**src/assert_macros.svh**
```systemverilog
`ifndef ASSERT_MACROS_SVH
`define ASSERT_MACROS_SVH

`ifndef SYNTH

// check prop on every clk edge outside reset
`define CHK_ALWAYS(lbl, prop, msg) \
	lbl: assert property (@(posedge clk) disable iff (!arst_n) (prop)) else $error(msg);

// expr must never be true
`define CHK_NEVER(lbl, expr, msg) \
	`CHK_ALWAYS(lbl, !(expr), msg)

`else

`define CHK_ALWAYS(lbl, prop, msg)
`define CHK_NEVER(lbl, expr, msg)

`endif

`endif

```
**src/i2cm_pkg.sv**
```systemverilog
package i2cm_pkg;

	localparam int CFG_W = 16;
	localparam int PH_W  = 5;

	localparam logic [1:0] ACT_START = 2'd0;
	localparam logic [1:0] ACT_STOP  = 2'd1;
	localparam logic [1:0] ACT_WRITE = 2'd2;
	localparam logic [1:0] ACT_READ  = 2'd3;

	localparam logic [0:0] REG_START_TICKS = 1'd0;
	localparam logic [0:0] REG_BIT_TICKS   = 1'd1;

	localparam logic [PH_W-1:0] PH_IDLE    = 5'd0;
	localparam logic [PH_W-1:0] PH_ST_A    = 5'd1;
	localparam logic [PH_W-1:0] PH_ST_B    = 5'd2;
	localparam logic [PH_W-1:0] PH_ST_C    = 5'd3;
	localparam logic [PH_W-1:0] PH_ST_D    = 5'd4;
	localparam logic [PH_W-1:0] PH_SP_A    = 5'd5;
	localparam logic [PH_W-1:0] PH_SP_B    = 5'd6;
	localparam logic [PH_W-1:0] PH_SP_C    = 5'd7;
	localparam logic [PH_W-1:0] PH_SP_D    = 5'd8;
	localparam logic [PH_W-1:0] PH_WR_SET  = 5'd9;
	localparam logic [PH_W-1:0] PH_WR_HIGH = 5'd10;
	localparam logic [PH_W-1:0] PH_WR_LOW  = 5'd11;
	localparam logic [PH_W-1:0] PH_WA_REL  = 5'd12;
	localparam logic [PH_W-1:0] PH_WA_HIGH = 5'd13;
	localparam logic [PH_W-1:0] PH_WA_LOW  = 5'd14;
	localparam logic [PH_W-1:0] PH_RD_HIGH = 5'd15;
	localparam logic [PH_W-1:0] PH_RD_LOW  = 5'd16;
	localparam logic [PH_W-1:0] PH_RA_SET  = 5'd17;
	localparam logic [PH_W-1:0] PH_RA_HIGH = 5'd18;
	localparam logic [PH_W-1:0] PH_RA_LOW  = 5'd19;

	typedef struct packed {
		logic       cmd_valid;
		logic [1:0] action;
		logic [7:0] tx_byte;
		logic       send_ack;
		logic       sda_in;
	} cmd_t;

	typedef struct packed {
		logic       scl;
		logic       sda_out;
		logic       sda_drive_enable;
		logic       busy_res;
		logic       done_res;
		logic [7:0] rx_byte;
		logic       ack_seen;
	} res_t;

endpackage

```
**src/i2cm_if.sv**
```systemverilog
interface i2cm_cmd_if;
	logic       valid;
	logic       ready;
	logic       cmd_valid;
	logic [1:0] action;
	logic [7:0] tx_byte;
	logic       send_ack;
	logic       sda_in;

	modport source (output valid, cmd_valid, action, tx_byte, send_ack, sda_in, input ready);
	modport sink (input valid, cmd_valid, action, tx_byte, send_ack, sda_in, output ready);
endinterface

interface i2cm_res_if;
	logic       valid;
	logic       ready;
	logic       scl;
	logic       sda_out;
	logic       sda_drive_enable;
	logic       busy_res;
	logic       done_res;
	logic [7:0] rx_byte;
	logic       ack_seen;

	modport source (output valid, scl, sda_out, sda_drive_enable, busy_res, done_res, rx_byte,
		ack_seen, input ready);
	modport sink (input valid, scl, sda_out, sda_drive_enable, busy_res, done_res, rx_byte,
		ack_seen, output ready);
endinterface

```
**src/i2cm_phase.sv**
```systemverilog
`include "assert_macros.svh"

module i2cm_phase (
	input  logic                         clk,
	input  logic                         arst_n,
	input  logic                         step,
	input  i2cm_pkg::cmd_t               item,
	input  logic [i2cm_pkg::CFG_W-1:0]   start_ticks,
	input  logic [i2cm_pkg::CFG_W-1:0]   bit_ticks,
	output i2cm_pkg::res_t               res
);

	logic [i2cm_pkg::PH_W-1:0]  phase_q, phase_n, tgt;
	logic [3:0]                 bit_count_q, bit_count_n;
	logic [7:0]                 shift_q, shift_n;
	logic [i2cm_pkg::CFG_W-1:0] delay_q, delay_n, len;
	logic                       ack_choice_q, ack_choice_n;
	logic                       scl_q, scl_n;
	logic                       sda_q, sda_n;
	logic                       sda_en_q, sda_en_n;
	logic                       ack_q, ack_n;
	logic [7:0]                 rx_q, rx_n;
	logic                       go;
	logic                       done;

	always_comb begin
		phase_n      = phase_q;
		bit_count_n  = bit_count_q;
		shift_n      = shift_q;
		delay_n      = delay_q;
		ack_choice_n = ack_choice_q;
		scl_n        = scl_q;
		sda_n        = sda_q;
		sda_en_n     = sda_en_q;
		ack_n        = ack_q;
		rx_n         = rx_q;
		tgt          = i2cm_pkg::PH_IDLE;
		go           = 1'b0;
		done         = 1'b0;
		len          = '0;

		if (phase_q == i2cm_pkg::PH_IDLE) begin
			if (item.cmd_valid) begin
				ack_choice_n = item.send_ack;
				bit_count_n  = 4'd0;
				go           = 1'b1;
				unique case (item.action)
					i2cm_pkg::ACT_START: tgt = i2cm_pkg::PH_ST_A;
					i2cm_pkg::ACT_STOP:  tgt = i2cm_pkg::PH_SP_A;
					i2cm_pkg::ACT_WRITE: begin
						shift_n = item.tx_byte;
						tgt     = i2cm_pkg::PH_WR_SET;
					end
					i2cm_pkg::ACT_READ: begin
						shift_n = 8'd0;
						tgt     = i2cm_pkg::PH_RD_HIGH;
					end
				endcase
			end
		end else if (delay_q != '0) begin
			delay_n = delay_q - 1'b1;
		end else begin
			unique case (phase_q) inside
				i2cm_pkg::PH_ST_D, i2cm_pkg::PH_SP_D, i2cm_pkg::PH_WA_LOW,
				i2cm_pkg::PH_RA_LOW: tgt = i2cm_pkg::PH_IDLE;
				i2cm_pkg::PH_WR_LOW:
					tgt = (bit_count_q < 4'd8) ? i2cm_pkg::PH_WR_SET : i2cm_pkg::PH_WA_REL;
				i2cm_pkg::PH_RD_LOW:
					tgt = (bit_count_q < 4'd8) ? i2cm_pkg::PH_RD_HIGH : i2cm_pkg::PH_RA_SET;
				default:
					tgt = (phase_q >= i2cm_pkg::PH_ST_A && phase_q < i2cm_pkg::PH_RA_LOW) ?
						phase_q + 5'd1 : i2cm_pkg::PH_IDLE;
			endcase
			if (tgt == i2cm_pkg::PH_IDLE) begin
				phase_n = i2cm_pkg::PH_IDLE;
				delay_n = '0;
				done    = 1'b1;
			end else begin
				go = 1'b1;
			end
		end

		if (go) begin
			phase_n = tgt;
			unique case (tgt)
				i2cm_pkg::PH_ST_A: begin
					sda_en_n = 1'b1;
					sda_n    = 1'b1;
				end
				i2cm_pkg::PH_ST_B:    scl_n = 1'b1;
				i2cm_pkg::PH_ST_C:    sda_n = 1'b0;
				i2cm_pkg::PH_ST_D:    scl_n = 1'b0;
				i2cm_pkg::PH_SP_A: begin
					sda_en_n = 1'b1;
					sda_n    = 1'b0;
				end
				i2cm_pkg::PH_SP_B:    scl_n = 1'b1;
				i2cm_pkg::PH_SP_C:    sda_n = 1'b1;
				i2cm_pkg::PH_SP_D:    scl_n = 1'b0;
				i2cm_pkg::PH_WR_SET: begin
					sda_en_n    = 1'b1;
					scl_n       = 1'b0;
					sda_n       = shift_n[7];
					shift_n     = {shift_n[6:0], 1'b0};
					bit_count_n = bit_count_n + 4'd1;
				end
				i2cm_pkg::PH_WR_HIGH: scl_n = 1'b1;
				i2cm_pkg::PH_WR_LOW:  scl_n = 1'b0;
				i2cm_pkg::PH_WA_REL: begin
					sda_en_n = 1'b0;
					sda_n    = 1'b1;
				end
				i2cm_pkg::PH_WA_HIGH: begin
					scl_n = 1'b1;
					ack_n = ~item.sda_in;
				end
				i2cm_pkg::PH_WA_LOW:  scl_n = 1'b0;
				i2cm_pkg::PH_RD_HIGH: begin
					sda_en_n    = 1'b0;
					scl_n       = 1'b1;
					shift_n     = {shift_n[6:0], item.sda_in};
					bit_count_n = bit_count_n + 4'd1;
				end
				i2cm_pkg::PH_RD_LOW:  scl_n = 1'b0;
				i2cm_pkg::PH_RA_SET: begin
					rx_n     = shift_n;
					sda_en_n = 1'b1;
					scl_n    = 1'b0;
					sda_n    = ~ack_choice_n;
				end
				i2cm_pkg::PH_RA_HIGH: scl_n = 1'b1;
				i2cm_pkg::PH_RA_LOW:  scl_n = 1'b0;
				default: ;
			endcase
			len     = (tgt >= i2cm_pkg::PH_ST_A && tgt <= i2cm_pkg::PH_ST_D) ?
				start_ticks : bit_ticks;
			delay_n = (len == '0) ? '0 : len - 1'b1;
		end
	end

	always_ff @(posedge clk or negedge arst_n) begin
		if (!arst_n) begin
			phase_q      <= i2cm_pkg::PH_IDLE;
			bit_count_q  <= 4'd0;
			shift_q      <= 8'd0;
			delay_q      <= '0;
			ack_choice_q <= 1'b0;
			scl_q        <= 1'b0;
			sda_q        <= 1'b1;
			sda_en_q     <= 1'b1;
			ack_q        <= 1'b0;
			rx_q         <= 8'd0;
		end else if (step) begin
			phase_q      <= phase_n;
			bit_count_q  <= bit_count_n;
			shift_q      <= shift_n;
			delay_q      <= delay_n;
			ack_choice_q <= ack_choice_n;
			scl_q        <= scl_n;
			sda_q        <= sda_n;
			sda_en_q     <= sda_en_n;
			ack_q        <= ack_n;
			rx_q         <= rx_n;
		end
	end

	always_comb begin
		res.scl              = scl_n;
		res.sda_out          = sda_n;
		res.sda_drive_enable = sda_en_n;
		res.busy_res         = (phase_n != i2cm_pkg::PH_IDLE);
		res.done_res         = done;
		res.rx_byte          = rx_n;
		res.ack_seen         = ack_n;
	end

	`CHK_ALWAYS(a_bit_count_max, bit_count_q <= 4'd8, "bit count beyond eight")
	`CHK_NEVER(a_idle_scl_high, phase_q == i2cm_pkg::PH_IDLE && scl_q, "SCL high while idle")
	`CHK_ALWAYS(a_phase_hold,
		step && phase_q != i2cm_pkg::PH_IDLE && delay_q != '0 |=> phase_q == $past(phase_q),
		"phase left before its delay ran out")
	`CHK_NEVER(a_done_busy, step && res.done_res && res.busy_res, "done while still busy")

endmodule

```
**src/i2c_master_byte_engine_top.sv**
```systemverilog
// I2C master byte engine.
// cmd channel: one word per timer tick, carrying cmd_valid, action, tx_byte,
// send_ack and the sampled SDA pin level. A command word is taken only when
// the engine is idle; one offered while a command runs is dropped.
// res channel: exactly one word per cmd word, with the SCL/SDA drive levels,
// busy, a done pulse, the last received byte and the last write acknowledge.
// Config: cfg_we writes cfg_wdata into register cfg_index (0 start phase
// ticks, 1 bit phase ticks); other indexes are ignored. Write only while idle.
// An accepted cmd word waits in the input register for the phase machine;
// its res word is then held in the result register, so a word can be accepted
// while the previous result waits. Throughput: one word per cycle while the
// receiver takes results. Phase lengths count in words, not clock cycles.
// Reset: idle, SCL low, SDA driven high, phase lengths 4 and 6 ticks.
// When the receiver stalls, the result register holds, the input register
// fills, and cmd.ready drops until the result is taken.
module i2c_master_byte_engine_top (
	input  logic                       clk,
	input  logic                       arst_n,
	input  logic                       cfg_we,
	input  logic [1:0]                 cfg_index,
	input  logic [i2cm_pkg::CFG_W-1:0] cfg_wdata,
	i2cm_cmd_if.sink                   cmd,
	i2cm_res_if.source                 res
);

	logic [i2cm_pkg::CFG_W-1:0] start_ticks_q;
	logic [i2cm_pkg::CFG_W-1:0] bit_ticks_q;
	i2cm_pkg::cmd_t             item_s1;
	logic                       v_s1;
	i2cm_pkg::res_t             res_n;
	i2cm_pkg::res_t             res_s2;
	logic                       v_s2;
	logic                       adv;
	logic                       step;

	assign adv       = !v_s2 || res.ready;
	assign step      = v_s1 && adv;
	assign cmd.ready = !v_s1 || adv;

	always_ff @(posedge clk or negedge arst_n) begin
		if (!arst_n) begin
			start_ticks_q <= 16'd4;
			bit_ticks_q   <= 16'd6;
		end else if (cfg_we && cfg_index[1] == 1'b0) begin
			if (cfg_index[0] == i2cm_pkg::REG_START_TICKS) begin
				start_ticks_q <= cfg_wdata;
			end else if (cfg_index[0] == i2cm_pkg::REG_BIT_TICKS) begin
				bit_ticks_q <= cfg_wdata;
			end
		end
	end

	always_ff @(posedge clk or negedge arst_n) begin
		if (!arst_n) begin
			v_s1 <= 1'b0;
		end else if (cmd.ready) begin
			v_s1 <= cmd.valid;
		end
	end

	always_ff @(posedge clk) begin
		if (cmd.ready && cmd.valid) begin
			item_s1.cmd_valid <= cmd.cmd_valid;
			item_s1.action    <= cmd.action;
			item_s1.tx_byte   <= cmd.tx_byte;
			item_s1.send_ack  <= cmd.send_ack;
			item_s1.sda_in    <= cmd.sda_in;
		end
	end

	i2cm_phase u_phase (
		.clk         (clk),
		.arst_n      (arst_n),
		.step        (step),
		.item        (item_s1),
		.start_ticks (start_ticks_q),
		.bit_ticks   (bit_ticks_q),
		.res         (res_n)
	);

	always_ff @(posedge clk or negedge arst_n) begin
		if (!arst_n) begin
			v_s2 <= 1'b0;
		end else if (step) begin
			v_s2 <= 1'b1;
		end else if (res.ready) begin
			v_s2 <= 1'b0;
		end
	end

	always_ff @(posedge clk) begin
		if (step) begin
			res_s2 <= res_n;
		end
	end

	assign res.valid            = v_s2;
	assign res.scl              = res_s2.scl;
	assign res.sda_out          = res_s2.sda_out;
	assign res.sda_drive_enable = res_s2.sda_drive_enable;
	assign res.busy_res         = res_s2.busy_res;
	assign res.done_res         = res_s2.done_res;
	assign res.rx_byte          = res_s2.rx_byte;
	assign res.ack_seen         = res_s2.ack_seen;

	`CHK_ALWAYS(a_s1_hold, v_s1 && !adv |=> v_s1 && $stable(item_s1),
		"input word lost under stall")
	`CHK_ALWAYS(a_step_fills, step |=> v_s2, "result register not loaded")
	`CHK_NEVER(a_done_busy_out, v_s2 && res_s2.done_res && res_s2.busy_res,
		"result shows done and busy")

endmodule

```
**src/flat_wrapper.sv**
```systemverilog
// flat-port wrapper written by rule: the top's interface ports become plain ports
module i2c_master_byte_engine_top_flat 
  (clk, arst_n, cfg_we, cfg_index, cfg_wdata, cmd_valid, cmd_cmd_valid, cmd_action, cmd_tx_byte, cmd_send_ack, cmd_sda_in, cmd_ready, res_valid, res_scl, res_sda_out, res_sda_drive_enable, res_busy_res, res_done_res, res_rx_byte, res_ack_seen, res_ready);
  i2cm_cmd_if cmd_i ();
  i2cm_res_if res_i ();
  input  logic clk;
  input  logic arst_n;
  input  logic cfg_we;
  input  logic [1:0] cfg_index;
  input  logic [i2cm_pkg::CFG_W-1:0] cfg_wdata;
  input wire logic [$bits(cmd_i.valid)-1:0] cmd_valid;
  input wire logic [$bits(cmd_i.cmd_valid)-1:0] cmd_cmd_valid;
  input wire logic [$bits(cmd_i.action)-1:0] cmd_action;
  input wire logic [$bits(cmd_i.tx_byte)-1:0] cmd_tx_byte;
  input wire logic [$bits(cmd_i.send_ack)-1:0] cmd_send_ack;
  input wire logic [$bits(cmd_i.sda_in)-1:0] cmd_sda_in;
  output wire logic [$bits(cmd_i.ready)-1:0] cmd_ready;
  output wire logic [$bits(res_i.valid)-1:0] res_valid;
  output wire logic [$bits(res_i.scl)-1:0] res_scl;
  output wire logic [$bits(res_i.sda_out)-1:0] res_sda_out;
  output wire logic [$bits(res_i.sda_drive_enable)-1:0] res_sda_drive_enable;
  output wire logic [$bits(res_i.busy_res)-1:0] res_busy_res;
  output wire logic [$bits(res_i.done_res)-1:0] res_done_res;
  output wire logic [$bits(res_i.rx_byte)-1:0] res_rx_byte;
  output wire logic [$bits(res_i.ack_seen)-1:0] res_ack_seen;
  input wire logic [$bits(res_i.ready)-1:0] res_ready;
  assign cmd_i.valid = cmd_valid;
  assign cmd_i.cmd_valid = cmd_cmd_valid;
  assign cmd_i.action = cmd_action;
  assign cmd_i.tx_byte = cmd_tx_byte;
  assign cmd_i.send_ack = cmd_send_ack;
  assign cmd_i.sda_in = cmd_sda_in;
  assign cmd_ready = cmd_i.ready;
  assign res_valid = res_i.valid;
  assign res_scl = res_i.scl;
  assign res_sda_out = res_i.sda_out;
  assign res_sda_drive_enable = res_i.sda_drive_enable;
  assign res_busy_res = res_i.busy_res;
  assign res_done_res = res_i.done_res;
  assign res_rx_byte = res_i.rx_byte;
  assign res_ack_seen = res_i.ack_seen;
  assign res_i.ready = res_ready;
  i2c_master_byte_engine_top u_core (.clk(clk), .arst_n(arst_n), .cfg_we(cfg_we), .cfg_index(cfg_index), .cfg_wdata(cfg_wdata), .cmd(cmd_i), .res(res_i));
endmodule
```
**config.mk**
```make
export PLATFORM = sky130hd
export DESIGN_NAME = i2c_master_byte_engine_top_flat
export DESIGN_NICKNAME = d
export VERILOG_FILES = /design/src/i2cm_pkg.sv /design/src/i2cm_if.sv /design/src/i2cm_phase.sv /design/src/i2c_master_byte_engine_top.sv /design/src/flat_wrapper.sv
export VERILOG_INCLUDE_DIRS = /design/src /design/src/src
export SDC_FILE = /design/constraint.sdc
export NUM_CORES = 1
export LEC_CHECK = 0
export BUFFER_PORTS_ARGS = -buffer_cell sky130_fd_sc_hd__buf_4
export CORE_UTILIZATION = 40
export CTS_BUF_LIST = sky130_fd_sc_hd__clkbuf_8
export CTS_CLUSTER_SIZE = 24
export DETAILED_ROUTE_END_ITERATION = 7
export MAX_ROUTING_LAYER = met4
export PLACE_DENSITY_LB_ADDON = 0.15
export SYNTH_ARGS = -nofsm -noshare
export SYNTH_HDL_FRONTEND = slang
export SYNTH_SLANG_ARGS = --single-unit
```
**constraint.sdc**
```tcl
create_clock -name clk -period 5 [get_ports clk]
set_input_delay 1 -clock clk [delete_from_list [all_inputs] [get_ports clk]]
set_output_delay 1 -clock clk [all_outputs]
set_load 0.1 [all_outputs]
```
==> impl_metrics.sql, run 1 <==
INSERT INTO impl_metrics (metric_group, metric, value, unit) VALUES
('status', 'outcome', 'finished clean', ''),
('min_path', 'hp-class', 'reg2reg', ''),
('worst_setup_path', 'cp_data_required_time', '5250', 'ps'),
('clock_network', 'clock_root_buffer', 'sky130_fd_sc_hd__clkbuf_8', ''),
('floorplanning', 'io_count', '52', ''),
('pwr', 'clkPwrFrac', '15.6', '%'),
('logic_synthesis', 'synthMostInstantiatedCell', 'sky130_fd_sc_hd__dfrtp_1', ''),
('global_routing', 'combined_global_route_utilization_of_all_metal_layers', '20.6', '%'),
('clock_network', 'clock_sink_count', '107', ''),
('pwr', 'sw_frac_of_total', '43.5', '%'),
('floorplanning', 'rows', '45', ''),
('global_routing', 'grt_max_degree', '45', ''),
('finish', 'final_core_utilization', '46.7', '%'),
('logic_synthesis', 'synth_fp_nets', '670', ''),
('timing', 'report.final.setup_viol', '0', ''),
('finish', 'post_route_cells_drive_above_1_share', '22.3', '%'),
('timing', 'clock-skew-final', '14.6', 'ps'),
('floorplanning', 'die_h', '127', 'um'),
('logic_synthesis', 'yosys-top-cells-count', '75 x sky130_fd_sc_hd__dfrtp_1, 58 x sky130_fd_sc_hd__nand2_1, 51 x sky130_fd_sc_hd__nor2_1', ''),
('worst_setup_path', 'rr_worst_depth', '17', ''),
('global_routing', 'vias_in_the_first_global_route', '4950', ''),
('pwr', 'power_frac_seq', '39.7', '%'),
('finish', 'fillers', '1458', ''),
('worst_setup_path', 'worstPathCellList', 'inv_1 -> ha_1 -> or4b_1 -> o21ai_0 -> o32ai_1 -> a21oi_1 -> nor3_4 -> mux2i_1 -> ha_1 -> nand2b_1 -> nand2b_1 -> or4b_1 -> o211ai_1 -> o32a_1 -> o21ai_2 -> nand2_1 -> o221ai_1', ''),
('floorplanning', 'design.core.area', '15300', 'um^2'),
('worst_setup_path', 'critPathBufInv', '1', ''),
('global_routing', 'grt_antenna_before_repair', '0', ''),
('floorplanning', 'initial_core_util', '41.2', '%'),
('clock_network', 'clock_buffers_created_by_tritoncts', '9', ''),
('place', 'port-buffer-count', '51', ''),
('timing', 'fin_crit', '4610', 'ps'),
('detailed_routing', 'ant_nets', '0', ''),
('logic_synthesis', 'synthTopCellsByArea', 'sky130_fd_sc_hd__dfrtp_1 30%, sky130_fd_sc_hd__edfxtp_1 13%, sky130_fd_sc_hd__mux2_2 7.5%, sky130_fd_sc_hd__o21ai_0 3.9%, sky130_fd_sc_hd__nand2_1 3.5%', ''),
('worst_setup_path', 'worstReg2RegStart', 'u_core.u_phase.phase_q[0]$_DFFE_PN0P_', ''),
('detailed_routing', 'first_drt_iteration_drcs', '367', ''),
('pwr', 'internal_power', '1.93', 'mW'),
('logic_synthesis', 'synth_largest_type_area_fraction', '29.8', '%'),
('finish', 'nNetsFinal', '720', ''),
('pwr', 'cellPowerDensity', '479', 'nW/um^2'),
('timing', 'number_of_hold_violations_in_the_final_report', '0', ''),
('worst_setup_path', 'critical_path.max_fanout', '13', ''),
('worst_setup_path', 'max_stage_delay', '600', 'ps'),
('logic_synthesis', 'synthesis.yosys.warnings', '0', ''),
('timing', 'fin_crit_sh', '92.1', '%'),
('pwr', 'peak_supply_drop', '234', 'uV'),
('worst_setup_path', 'critical_path_depth', '17', ''),
('worst_setup_path', 'startpoint_types', 'flop', ''),
('clock_network', 'clk_pin_slew_worst_paths', '100', 'ps'),
('global_routing', 'met3_track_demand_over_resource_in_global_routing', '3.89', '%'),
('detailed_routing', 'post_drt_wl_per_cell', '17.1', 'um'),
('detailed_routing', 'detailedRoute.firstPassIterationCount', '4', ''),
('global_routing', 'met1_usage', '25.8', '%'),
('floorplanning', 'die_area', '16200', 'um^2'),
('worst_setup_path', 'cp_data_arrival_time', '4850', 'ps'),
('finish', 'n_antenna_cell', '0', ''),
('finish', 'area_growth_syn_to_layout', '13.3', '%'),
('detailed_routing', 'vias_per_cell', '5.64', ''),
('min_path', 'min_from', 'u_core.u_phase.rx_q[1]$_DFFE_PN0P_', ''),
('detailed_routing', 'wirelength', '15.3', 'mm'),
('logic_synthesis', 'asr_flop_ratio_synth', '74.8', '%'),
('worst_setup_path', 'crit_slowest_cell', 'sky130_fd_sc_hd__or4b_1', ''),
('logic_synthesis', 'synth.ff_latch_count', '107', ''),
('logic_synthesis', 'synth-main-ff-cell', 'sky130_fd_sc_hd__dfrtp_1', ''),
('detailed_routing', 'drc_errors', '0', ''),
('global_routing', 'grt_util_met2', '34.3', '%'),
('pwr', 'power.switching', '1.49', 'mW'),
('clock_network', 'clock_latency', '390', 'ps'),
('clock_network', 'ctsLongestPathBuffers', '2', ''),
('pwr', 'comb_power_share', '44.7', '%'),
('worst_setup_path', 'cp_top_family', 'simple AND/OR/NAND/NOR gates', ''),
('timing', 'worst_slew_margin_relative_to_its_limit', '45.2', '%');
-- layer usage --
layer	up-vias	share of wire, %
met3	15	5.1
met5	-	0
met1	2451	44
li1	2444	-
met4	0	1.3
met2	118	49
-- what timing repair did --
action	CTS	global route
endpoints found under the setup margin	0	12
setup buffers	0	2
gates resized for setup	0	2
-- sequential cells by signal (all words and copies together) (netlist names) --
register,cells
u_core.u_phase.bit_count_q,4
u_core.u_phase.sda_q,1
u_core.res.done_res,1
u_core.u_phase.ack_choice_q,1
u_core.u_phase.shift_q,8
u_core.bit_ticks_q,16
u_core.u_phase.scl_q,1
u_core.res.busy_res,1
u_core.u_phase.rx_q,8
u_core.u_phase.sda_en_q,1
u_core.item_s1,13
u_core.u_phase.ack_q,1
u_core.res.ack_seen,1
u_core.res.scl,1
u_core.res.sda_drive_enable,1
u_core.start_ticks_q,16
u_core.u_phase.delay_q,16
u_core.u_phase.phase_q,5
u_core.v_s1,1
u_core.res.valid,1
u_core.res.sda_out,1
u_core.res.rx_byte,8
-- path summary, 6_finish.rpt --
kind,slack (ps),to
min reg2reg,480,u_core.u_phase.rx_q[1]$_DFFE_PN0P_
min in group asynchronous,560,u_core.u_phase.phase_q[4]$_DFFE_PN0P_
max reg2reg,390,u_core.u_phase.delay_q[5]$_DFFE_PN0P_
min,480,u_core.u_phase.rx_q[1]$_DFFE_PN0P_
max,390,u_core.u_phase.delay_q[5]$_DFFE_PN0P_
max in group asynchronous,3480,u_core.u_phase.delay_q[4]$_DFFE_PN0P_
-- layout by cell type (no fill, tap or decap), types with 11 or more instances in the layout --
cell type,n
sky130_fd_sc_hd__dfrtp_1,75
sky130_fd_sc_hd__buf_4,69
sky130_fd_sc_hd__nand2_1,58
sky130_fd_sc_hd__nor2_1,51
sky130_fd_sc_hd__o21ai_0,49
sky130_fd_sc_hd__mux2_2,42
sky130_fd_sc_hd__a21oi_1,35
sky130_fd_sc_hd__edfxtp_1,27
sky130_fd_sc_hd__nor3_1,26
sky130_fd_sc_hd__xnor2_1,15
sky130_fd_sc_hd__xor2_1,13
sky130_fd_sc_hd__nor4_1,12
sky130_fd_sc_hd__nor3b_1,11
-- cells by family after synthesis --
| kind of cell | count (synthesis) | synth area share, % |
|---|---|---|
| buf+inv | 39 | 2.96 |
| fa+ha+maj | 8 | 1.59 |
| simple gates | 224 | 19.4 |
| compound gates | 170 | 18.5 |
| mux | 50 | 8.87 |
| flops | 107 | 44.8 |
| xor+xnor | 28 | 3.90 |
-- layout make-up --
type                    count  area [um^2]  area share, %
clock buffers              10          138           1.93
clock inverters             6         57.6          0.807
inverters                   9         33.8          0.474
multi-input cells         480         3300           46.3
flip-flops and latches    107         2820           39.5
well taps                 211          264           3.70
repair buffers             69          518           7.26
-- power by group through the flow --
stage               clock network [mW]  registers (mW)  logic (mW)
floorplan                            0            1.38        1.09
global placement                     0            1.36        1.48
detailed placement                   0            1.37        1.49
CTS                              0.554            1.35        1.50
global route                     0.582            1.39        1.67
finish                           0.533            1.36        1.53
-- metrics by stage --
step / hold WS (ps) / cell area [um^2] / total power [mW] / worst slack [ps] / cells
after detailed placement: 460 / 6910 / 2.86 / 275 / 874
final: 482 / 7130 / 3.42 / 394 / 892
after CTS: 484 / 7110 / 3.41 / 236 / 890
after floorplan: 440 / 6290 / 2.47 / 645 / 626
after global routing: 533 / 7130 / 3.65 / 41.4 / 892
after global placement: 454 / 6910 / 2.84 / 434 / 874
-- worst min-delay path, delay by kind of cell (launching register included) --
kind	cells	cell delay, ps
flops	1	350
simple gates	2	100
(Power assumes the default switching activity.)
==> run 2, diff against run 1 <==
==> constraint.sdc (replaced) <==
create_clock -name clk -period 5 [get_ports clk]
set_input_delay 0 -clock clk [delete_from_list [all_inputs] [get_ports clk]]
set_output_delay 0 -clock clk [all_outputs]
set_load 0.1 [all_outputs]
==> run 2 against run 1 <==
Clock-buffer cell count stayed put. Sequential cell count stayed put. Critical endpoint unchanged. Largest power group unchanged. Via count is 3.8% higher. Clock skew is 3.8 ps higher. Combinational power is 3% higher. Total power is 0.15% higher. First-iteration DRC count is 5.4% lower. Sequential power hardly changed. Fmax is 1.5% higher. Critical path depth stayed put. Register-to-register slack better by 70 ps.
==> impl_metrics.sql, run 2 (synthesis gave the netlist of run 1 again) <==
INSERT INTO impl_metrics (metric_group, metric, value, unit) VALUES
('status', 'outcome', 'finished clean', ''),
('timing', 'fin_worst_hold_slack', '121', 'ps'),
('clock_network', 'clock_buffers_created_by_tritoncts', '9', ''),
('pwr', 'cellLeakagePower', '2.94', 'nW'),
('timing', 'rsz0062_at_grt', 'false', ''),
('pwr', 'power_frac_seq', '39.6', '%'),
('pwr', 'cellPowerDensity', '460', 'nW/um^2'),
('floorplanning', 'rows', '45', ''),
('timing', 'final.setup.tns', '0', 'ps'),
('pwr', 'internal_power', '1.91', 'mW'),
('worst_setup_path', 'critical_path.max_fanout', '10', ''),
('timing', 'fin_crit_sh', '90.7', '%'),
('worst_setup_path', 'crit_slowest_cell', 'sky130_fd_sc_hd__or4b_1', ''),
('clock_network', 'htree_levels', '3', ''),
('floorplanning', 'die_h', '127', 'um'),
('detailed_routing', 'post_drt_wl_per_cell', '17.1', 'um'),
('global_routing', 'globalRoute.totalOverflow', '0', ''),
('timing', 'number_of_hold_violations_in_the_final_report', '0', ''),
('global_routing', 'grt_antenna_before_repair', '0', ''),
('timing', 'transition_time_of_the_tightest_slew_check_pin', '1070', 'ps'),
('pwr', 'comb_power_share', '45.7', '%'),
('min_path', 'min_from', 'cfg_index[1]', ''),
('finish', 'biggestRegsByFlops', 'u_core.bit_ticks_q (16), u_core.start_ticks_q (16), u_core.u_phase.delay_q (16)', ''),
('timing', 'report.final.slew_viol_count', '0', ''),
('detailed_routing', 'route.vias.total', '5217', ''),
('finish', 'multiInputGateArea', '3310', 'um^2'),
('place', 'preCtsSetupSlack', '354', 'ps'),
('worst_setup_path', 'critical_path_class', 'reg2reg', ''),
('detailed_routing', 'wirelength', '15.8', 'mm'),
('worst_setup_path', 'rr_endpoint', 'u_core.u_phase.delay_q[5]$_DFFE_PN0P_', ''),
('worst_setup_path', 'rr_worst_depth', '17', ''),
('pwr', 'power.switching', '1.52', 'mW'),
('pwr', 'clkPwrFrac', '14.7', '%'),
('floorplanning', 'io_count', '52', ''),
('place', 'port-buffer-count', '51', ''),
('place', 'gp_routability_congestion', '0.908', ''),
('pwr', 'sw_frac_of_total', '44.3', '%'),
('pwr', 'peak_supply_drop', '226', 'uV'),
('worst_setup_path', 'max_stage_delay', '610', 'ps'),
('clock_network', 'clock_latency', '390', 'ps'),
('clock_network', 'tritoncts_clock_tree', 'built', ''),
('worst_setup_path', 'startpoint_types', 'flop', ''),
('finish', 'fillers', '1422', ''),
('place', 'detailed_place_hpwl', '11.2', 'mm'),
('timing', 'worst_slew_margin_relative_to_its_limit', '28.8', '%'),
('finish', 'post_route_cells_drive_above_1_share', '21.3', '%'),
('finish', 'ff_latch_area', '2820', 'um^2'),
('timing', 'fin_crit', '4540', 'ps'),
('finish', 'final_cell_mix', '75 x sky130_fd_sc_hd__dfrtp_1, 68 x sky130_fd_sc_hd__buf_4, 58 x sky130_fd_sc_hd__nand2_1, 51 x sky130_fd_sc_hd__nor2_1, 49 x sky130_fd_sc_hd__o21ai_0', ''),
('worst_setup_path', 'endpoint_kind', 'flop', ''),
('global_routing', 'combined_global_route_utilization_of_all_metal_layers', '21.2', '%'),
('detailed_routing', 'detailedRoute.firstPassIterationCount', '5', ''),
('detailed_routing', 'vias_per_cell', '5.65', ''),
('clock_network', 'ctsLongestPathBuffers', '2', ''),
('floorplanning', 'design.core.area', '15300', 'um^2'),
('min_path', 'hold-path-endpoint', 'u_core.start_ticks_q[13]$_DFFE_PN0P_', ''),
('flow_run', 'max_cap_viol_count', '0', ''),
('worst_setup_path', 'cp_data_required_time', '5250', 'ps'),
('min_path', 'holdPathStages', '5', ''),
('worst_setup_path', 'rrSetupSlack', '460', 'ps'),
('clock_network', 'clock_sink_count', '107', ''),
('finish', 'nNetsFinal', '752', ''),
('global_routing', 'vias_in_the_first_global_route', '5238', ''),
('floorplanning', 'floorplan.die.width', '127', 'um'),
('worst_setup_path', 'worstPathCellList', 'inv_1 -> ha_1 -> or4b_1 -> o21ai_0 -> o32ai_1 -> a21oi_1 -> nor3_4 -> mux2i_1 -> ha_1 -> nand2b_1 -> nand2b_1 -> or4b_1 -> o211ai_1 -> o32a_1 -> o21ai_2 -> nand2_1 -> o221ai_1', ''),
('worst_setup_path', 'critical_path_depth', '17', ''),
('clock_network', 'clk_pin_slew_worst_paths', '100', 'ps'),
('timing', 'final_critical_path_setup_slack', '463', 'ps'),
('finish', 'layout_commonest_cell', 'sky130_fd_sc_hd__dfrtp_1', ''),
('detailed_routing', 'first_drt_iteration_drcs', '347', ''),
('global_routing', 'grt_max_degree', '81', ''),
('clock_network', 'clock_root_buffer', 'sky130_fd_sc_hd__clkbuf_8', ''),
('timing', 'report.final.setup_viol', '0', ''),
('floorplanning', 'die_area', '16200', 'um^2'),
('finish', 'area_growth_syn_to_layout', '18.3', '%'),
('worst_setup_path', 'worstReg2RegStart', 'u_core.u_phase.phase_q[0]$_DFFE_PN0P_', ''),
('detailed_routing', 'ant_nets', '0', ''),
('global_routing', 'grt_pass1_wl', '26.2', 'mm'),
('timing', 'achievable-frequency', '220', 'MHz'),
('detailed_routing', 'drc_errors', '0', ''),
('worst_setup_path', 'critPathBufInv', '1', ''),
('worst_setup_path', 'cp_top_family', 'simple AND/OR/NAND/NOR gates', ''),
('finish', 'n_antenna_cell', '0', ''),
('timing', 'clock-skew-final', '18.3', 'ps'),
('worst_setup_path', 'cp_data_arrival_time', '4790', 'ps'),
('min_path', 'hp-class', 'in2reg', ''),
('floorplanning', 'initial_core_util', '41.2', '%');
-- run 2: metrics by stage --
stage	util, %	power, mW	cell area [um^2]	cells
2_1_floorplan	-	2.47	6290	626
3_3_place_gp	45.2	2.86	6900	873
3_5_place_dp	45.2	2.87	6900	873
4_1_cts	48.6	3.40	7410	922
5_1_grt	48.8	3.66	7450	924
6_report	48.8	3.42	7450	924
-- run 2: final cells by class --
cell class / count / area share [%]
Multi-Input combinational cell: 480 / 44.4
Sequential cell: 107 / 37.9
Timing Repair Buffer: 101 / 11.3
Tap cell: 211 / 3.55
Clock buffer: 10 / 1.85
Clock inverter: 6 / 0.571
Inverter: 9 / 0.454
-- run 2: timing repair --
| action | 4_1_cts | 5_1_grt |
|---|---|---|
| hold buffers | 33 | 0 |
| gates resized for setup | 0 | 3 |
| setup buffers | 0 | 2 |
| setup endpoints to repair | 0 | 11 |
| endpoints found under the hold margin | 122 | 0 |
-- run 2: power by group through the flow --
stage	combinational, mW	clock (mW)	sequential [mW]
after floorplan	1.09	0	1.38
after global placement	1.50	0	1.35
after detailed placement	1.50	0	1.36
after CTS	1.53	0.528	1.35
after global routing	1.72	0.558	1.39
final	1.57	0.504	1.35
-- run 2: worst min-delay path: cells and delay by family --
family / cells / cell delay, ps
buffers and inverters: 2 / 290
AND/OR/NAND/NOR: 2 / 110
AO/OA/AOI/OAI: 1 / 60
-- run 2: worst max path at each step --
stage	from	endpoint	slack, ps
6_report	u_core.u_phase.phase_q[0]$_DFFE_PN0P_	u_core.u_phase.delay_q[5]$_DFFE_PN0P_	460
5_1_grt	u_core.u_phase.phase_q[0]$_DFFE_PN0P_	u_core.u_phase.delay_q[7]$_DFFE_PN0P_	130
3_5_place_dp	u_core.u_phase.phase_q[0]$_DFFE_PN0P_	u_core.u_phase.delay_q[5]$_DFFE_PN0P_	350
3_3_place_gp	u_core.u_phase.phase_q[0]$_DFFE_PN0P_	u_core.u_phase.delay_q[0]$_DFFE_PN0P_	540
4_1_cts	u_core.u_phase.phase_q[0]$_DFFE_PN0P_	u_core.u_phase.delay_q[5]$_DFFE_PN0P_	320
2_1_floorplan	u_core.u_phase.phase_q[0]$_DFFE_PN0P_	u_core.u_phase.delay_q[0]$_DFFE_PN0P_	640
-- run 2: routing by layer --
| metal | routed length [um] | up-vias | global-route usage [%] |
|---|---|---|---|
| met1 | 6860 | 2515 | 25.2 |
| li1 | - | 2518 | - |
| met5 | 0 | - | - |
| met2 | 7850 | 156 | 35.9 |
| met3 | 791 | 28 | 4.48 |
| met4 | 278 | 0 | 6.58 |
==> run 3, diff against run 2 <==
--- a/config.mk
+++ b/config.mk
@@ -15,4 +15,5 @@
 export PLACE_DENSITY_LB_ADDON = 0.15
 export SYNTH_ARGS = -nofsm -noshare
 export SYNTH_HDL_FRONTEND = slang
+export SYNTH_HIERARCHICAL = 1
 export SYNTH_SLANG_ARGS = --single-unit
==> run 3 against run 2 <==
Sequential share of layout area down 0.085 points. Area after synthesis up 1.9%. Non-clock buffer count down 7. Synthesized cell count up 3.4%. Clock skew down 0.94 ps. First-iteration DRC count down 14%. Critical path type unchanged. Sequential power about the same. Routed wire length down 0.77%.
==> impl_metrics.sql, run 3 <==
INSERT INTO impl_metrics (metric_group, metric, value, unit) VALUES
('floorplanning', 'io_count', '52', ''),
('worst_setup_path', 'max_stage_delay', '480', 'ps'),
('timing', 'report.final.setup_viol', '0', ''),
('finish', 'post_route_cells_drive_above_1_share', '21.3', '%'),
('global_routing', 'grt_max_degree', '81', ''),
('floorplanning', 'die_area', '16500', 'um^2'),
('logic_synthesis', 'synth.largest_area_cell', 'sky130_fd_sc_hd__dfrtp_1', ''),
('finish', 'area_growth_syn_to_layout', '16.5', '%'),
('clock_network', 'clock_root_buffer', 'sky130_fd_sc_hd__clkbuf_8', ''),
('logic_synthesis', 'synthesis.area', '6410', 'um^2'),
('logic_synthesis', 'synthesis.yosys.warnings', '6', ''),
('place', 'postPlaceCellArea', '6920', 'um^2'),
('detailed_routing', 'detailedRoute.firstPassIterationCount', '4', ''),
('worst_setup_path', 'endpoint_kind', 'flop', ''),
('logic_synthesis', 'synth_cells', '647', ''),
('floorplanning', 'rows', '45', ''),
('clock_network', 'tritoncts_clock_tree', 'built', ''),
('detailed_routing', 'drc_errors', '0', ''),
('worst_setup_path', 'critPathMostFrequentCell', 'sky130_fd_sc_hd__ha_1', ''),
('logic_synthesis', 'yosys-top-cells-count', '75 x sky130_fd_sc_hd__dfrtp_1, 50 x sky130_fd_sc_hd__nand2_1, 49 x sky130_fd_sc_hd__a21oi_1', ''),
('detailed_routing', 'wirelength', '15.7', 'mm'),
('timing', 'fin_crit', '4530', 'ps'),
('timing', 'final.setup.tns', '0', 'ps'),
('logic_synthesis', 'syn_area_per_cell', '9.91', 'um^2'),
('logic_synthesis', 'synth_fp_nets', '691', ''),
('logic_synthesis', 'synth-main-ff-cell', 'sky130_fd_sc_hd__dfrtp_1', ''),
('timing', 'worst_slew_margin_relative_to_its_limit', '31.2', '%'),
('timing', 'achievable-frequency', '221', 'MHz'),
('worst_setup_path', 'cp_data_arrival_time', '4790', 'ps'),
('worst_setup_path', 'startpoint_types', 'flop', ''),
('logic_synthesis', 'synth_edf_count', '27', ''),
('worst_setup_path', 'critPathBufInv', '1', ''),
('floorplanning', 'initial_core_util', '41.5', '%'),
('worst_setup_path', 'rrSetupSlack', '470', 'ps'),
('floorplanning', 'floorplan.die.width', '129', 'um'),
('place', 'gp_routability_congestion', '0.900', ''),
('detailed_routing', 'route.vias.total', '5272', ''),
('place', 'detailed_place_hpwl', '11.4', 'mm'),
('pwr', 'peak_supply_drop', '246', 'uV'),
('worst_setup_path', 'cp_top_family', 'simple AND/OR/NAND/NOR gates', ''),
('timing', 'number_of_hold_violations_in_the_final_report', '0', ''),
('logic_synthesis', 'synth.ff_latch_count', '107', ''),
('global_routing', 'grt_pass1_wl', '26.0', 'mm'),
('finish', 'n_antenna_cell', '0', ''),
('timing', 'fin_crit_sh', '90.5', '%'),
('logic_synthesis', 'synthMostInstantiatedCell', 'sky130_fd_sc_hd__dfrtp_1', ''),
('status', 'outcome', 'finished clean', ''),
('logic_synthesis', 'asr_flop_ratio_synth', '74.8', '%'),
('clock_network', 'clk_pin_slew_worst_paths', '100', 'ps'),
('flow_run', 'max_cap_viol_count', '0', ''),
('global_routing', 'globalRoute.totalOverflow', '0', ''),
('finish', 'fillers', '1486', ''),
('finish', 'biggestRegsByFlops', 'u_core/bit_ticks_q (16), u_core/start_ticks_q (16), u_core/u_phase/delay_q (16)', ''),
('global_routing', 'vias_in_the_first_global_route', '5237', ''),
('worst_setup_path', 'crit_slowest_cell', 'sky130_fd_sc_hd__dfrtp_2', ''),
('clock_network', 'clock_buffers_created_by_tritoncts', '9', ''),
('clock_network', 'clock_latency', '390', 'ps'),
('worst_setup_path', 'worstPathCellList', 'inv_1 -> ha_1 -> nor2b_1 -> nand2_1 -> nand3_2 -> a311o_1 -> or3b_1 -> and2_4 -> mux2i_1 -> ha_1 -> nand3b_1 -> nand2b_1 -> or3_1 -> a21oi_1 -> a211o_2 -> o211ai_1', ''),
('finish', 'final_area', '7470', 'um^2'),
('finish', 'nNetsFinal', '758', ''),
('min_path', 'hp-class', 'in2reg', ''),
('floorplanning', 'die_h', '129', 'um'),
('logic_synthesis', 'synthTopCellsByArea', 'sky130_fd_sc_hd__dfrtp_1 29%, sky130_fd_sc_hd__edfxtp_1 13%, sky130_fd_sc_hd__mux2_2 7.6%, sky130_fd_sc_hd__a21oi_1 3.8%, sky130_fd_sc_hd__nand2_1 2.9%', ''),
('timing', 'clock-skew-final', '17.4', 'ps'),
('detailed_routing', 'vias_per_cell', '5.67', ''),
('pwr', 'cellLeakagePower', '2.94', 'nW'),
('floorplanning', 'design.core.area', '15400', 'um^2'),
('global_routing', 'grt_antenna_before_repair', '0', ''),
('worst_setup_path', 'cp_data_required_time', '5260', 'ps'),
('finish', 'final_cell_mix', '74 x sky130_fd_sc_hd__dfrtp_1, 61 x sky130_fd_sc_hd__buf_4, 50 x sky130_fd_sc_hd__nand2_1, 49 x sky130_fd_sc_hd__a21oi_1, 45 x sky130_fd_sc_hd__nor2_1', ''),
('detailed_routing', 'first_drt_iteration_drcs', '298', ''),
('detailed_routing', 'ant_nets', '0', ''),
('logic_synthesis', 'synth_largest_type_area_fraction', '29.3', '%'),
('worst_setup_path', 'critical_path_class', 'reg2reg', ''),
('pwr', 'cellPowerDensity', '408', 'nW/um^2'),
('clock_network', 'clock_sink_count', '107', ''),
('finish', 'layout_commonest_cell', 'sky130_fd_sc_hd__dfrtp_1', ''),
('detailed_routing', 'post_drt_wl_per_cell', '16.8', 'um'),
('logic_synthesis', 'yosys.cell_types.count', '86', ''),
('timing', 'transition_time_of_the_tightest_slew_check_pin', '1030', 'ps'),
('global_routing', 'combined_global_route_utilization_of_all_metal_layers', '20.7', '%'),
('timing', 'report.final.slew_viol_count', '0', ''),
('timing', 'rsz0062_at_grt', 'false', ''),
('clock_network', 'htree_levels', '3', ''),
('worst_setup_path', 'critical_path.max_fanout', '15', ''),
('place', 'port-buffer-count', '51', ''),
('logic_synthesis', 'synth-seq-area-share', '44.0', '%'),
('clock_network', 'ctsLongestPathBuffers', '2', '');
[run 3: worst reg2reg max path: stages, from the launching register on]
cell and delay, ps:
sky130_fd_sc_hd__dfrtp_2 480, sky130_fd_sc_hd__inv_1 120, sky130_fd_sc_hd__ha_1 250, sky130_fd_sc_hd__nor2b_1 200, sky130_fd_sc_hd__nand2_1 220, sky130_fd_sc_hd__nand3_2 150
sky130_fd_sc_hd__a311o_1 340, sky130_fd_sc_hd__or3b_1 400, sky130_fd_sc_hd__and2_4 250, sky130_fd_sc_hd__mux2i_1 220, sky130_fd_sc_hd__ha_1 300, sky130_fd_sc_hd__nand3b_1 180
sky130_fd_sc_hd__nand2b_1 260, sky130_fd_sc_hd__or3_1 430, sky130_fd_sc_hd__a21oi_1 210, sky130_fd_sc_hd__a211o_2 270, sky130_fd_sc_hd__o211ai_1 130
[run 3: cell families (layout without fill, tap and decap cells)]
logic type,after synthesis,in the layout,synth area share (%)
and+or+nand+nor,228,228,20.1
AOI/OAI and AO/OA,183,183,18.6
DFF,107,107,44.0
muxes,51,51,8.80
buffers and inverters,47,119,3.86
xor gates and xnor gates,23,23,3.14
adders and majority gates,8,8,1.56
[run 3: worst paths after layout]
kind | startpoint | to | depth (start not counted)
worst max-delay path | u_core/u_phase/phase_q[0]$_DFFE_PN0P_ | u_core/u_phase/delay_q[12]$_DFFE_PN0P_ | 16
worst min-delay path | cfg_index[1] | u_core/start_ticks_q[8]$_DFFE_PN0P_ | 3
worst max register to register | u_core/u_phase/phase_q[0]$_DFFE_PN0P_ | u_core/u_phase/delay_q[12]$_DFFE_PN0P_ | 16
worst min register to register | u_core/v_s1$_DFFE_PN0P_ | u_core/res.valid$_DFFE_PN0P_ | 1
max in group asynchronous | arst_n | u_core/u_phase/phase_q[0]$_DFFE_PN0P_ | 2
min in group asynchronous | arst_n | u_core/u_phase/rx_q[1]$_DFFE_PN0P_ | 2
[run 3: cell type report]
type	count	area, um^2	share of cell area [%]
clock buffer	9	124	1.66
clock inverter	7	85.1	1.14
inverter	9	33.8	0.452
multi-input combinational	493	3350	44.9
sequential	107	2820	37.8
tap	211	264	3.54
timing repair buffer	94	788	10.6
[run 3: power breakdown]
part	leakage (nW)	switching, mW	total [mW]	internal [mW]
Combinational	1.63	0.683	1.17	0.485
Sequential	1.21	0.236	1.33	1.09
Clock	0.0999	0.315	0.556	0.241
Total	2.94	1.23	3.05	1.82
[run 3: through the flow]
stage / hold slack, ps / utilization, % / std cells / total power [mW] / setup slack, ps
after floorplan: -296 / - / 647 / 2.18 / 652
after global placement: 179 / 44.9 / 881 / 2.46 / 472
after detailed placement: 182 / 44.9 / 881 / 2.47 / 240
after CTS: 64.0 / 48.3 / 930 / 3.06 / 201
after global routing: 66.3 / 48.4 / 930 / 3.27 / 71.6
final: 87.7 / 48.4 / 930 / 3.05 / 473
[run 3: per-layer routing]
metal | share of wire (%) | GRT usage, %
met1 | 45 | 24.4
met2 | 49 | 34.4
met3 | 4.3 | 4.16
met4 | 2.3 | 8.51
met5 | 0 | -
[run 3: timing repair]
action	in CTS	in global routing
hold endpoints to repair	122	0
hold buffers	33	0
resized for setup	0	3
endpoints found under the setup margin	0	16
buffers inserted	0	0
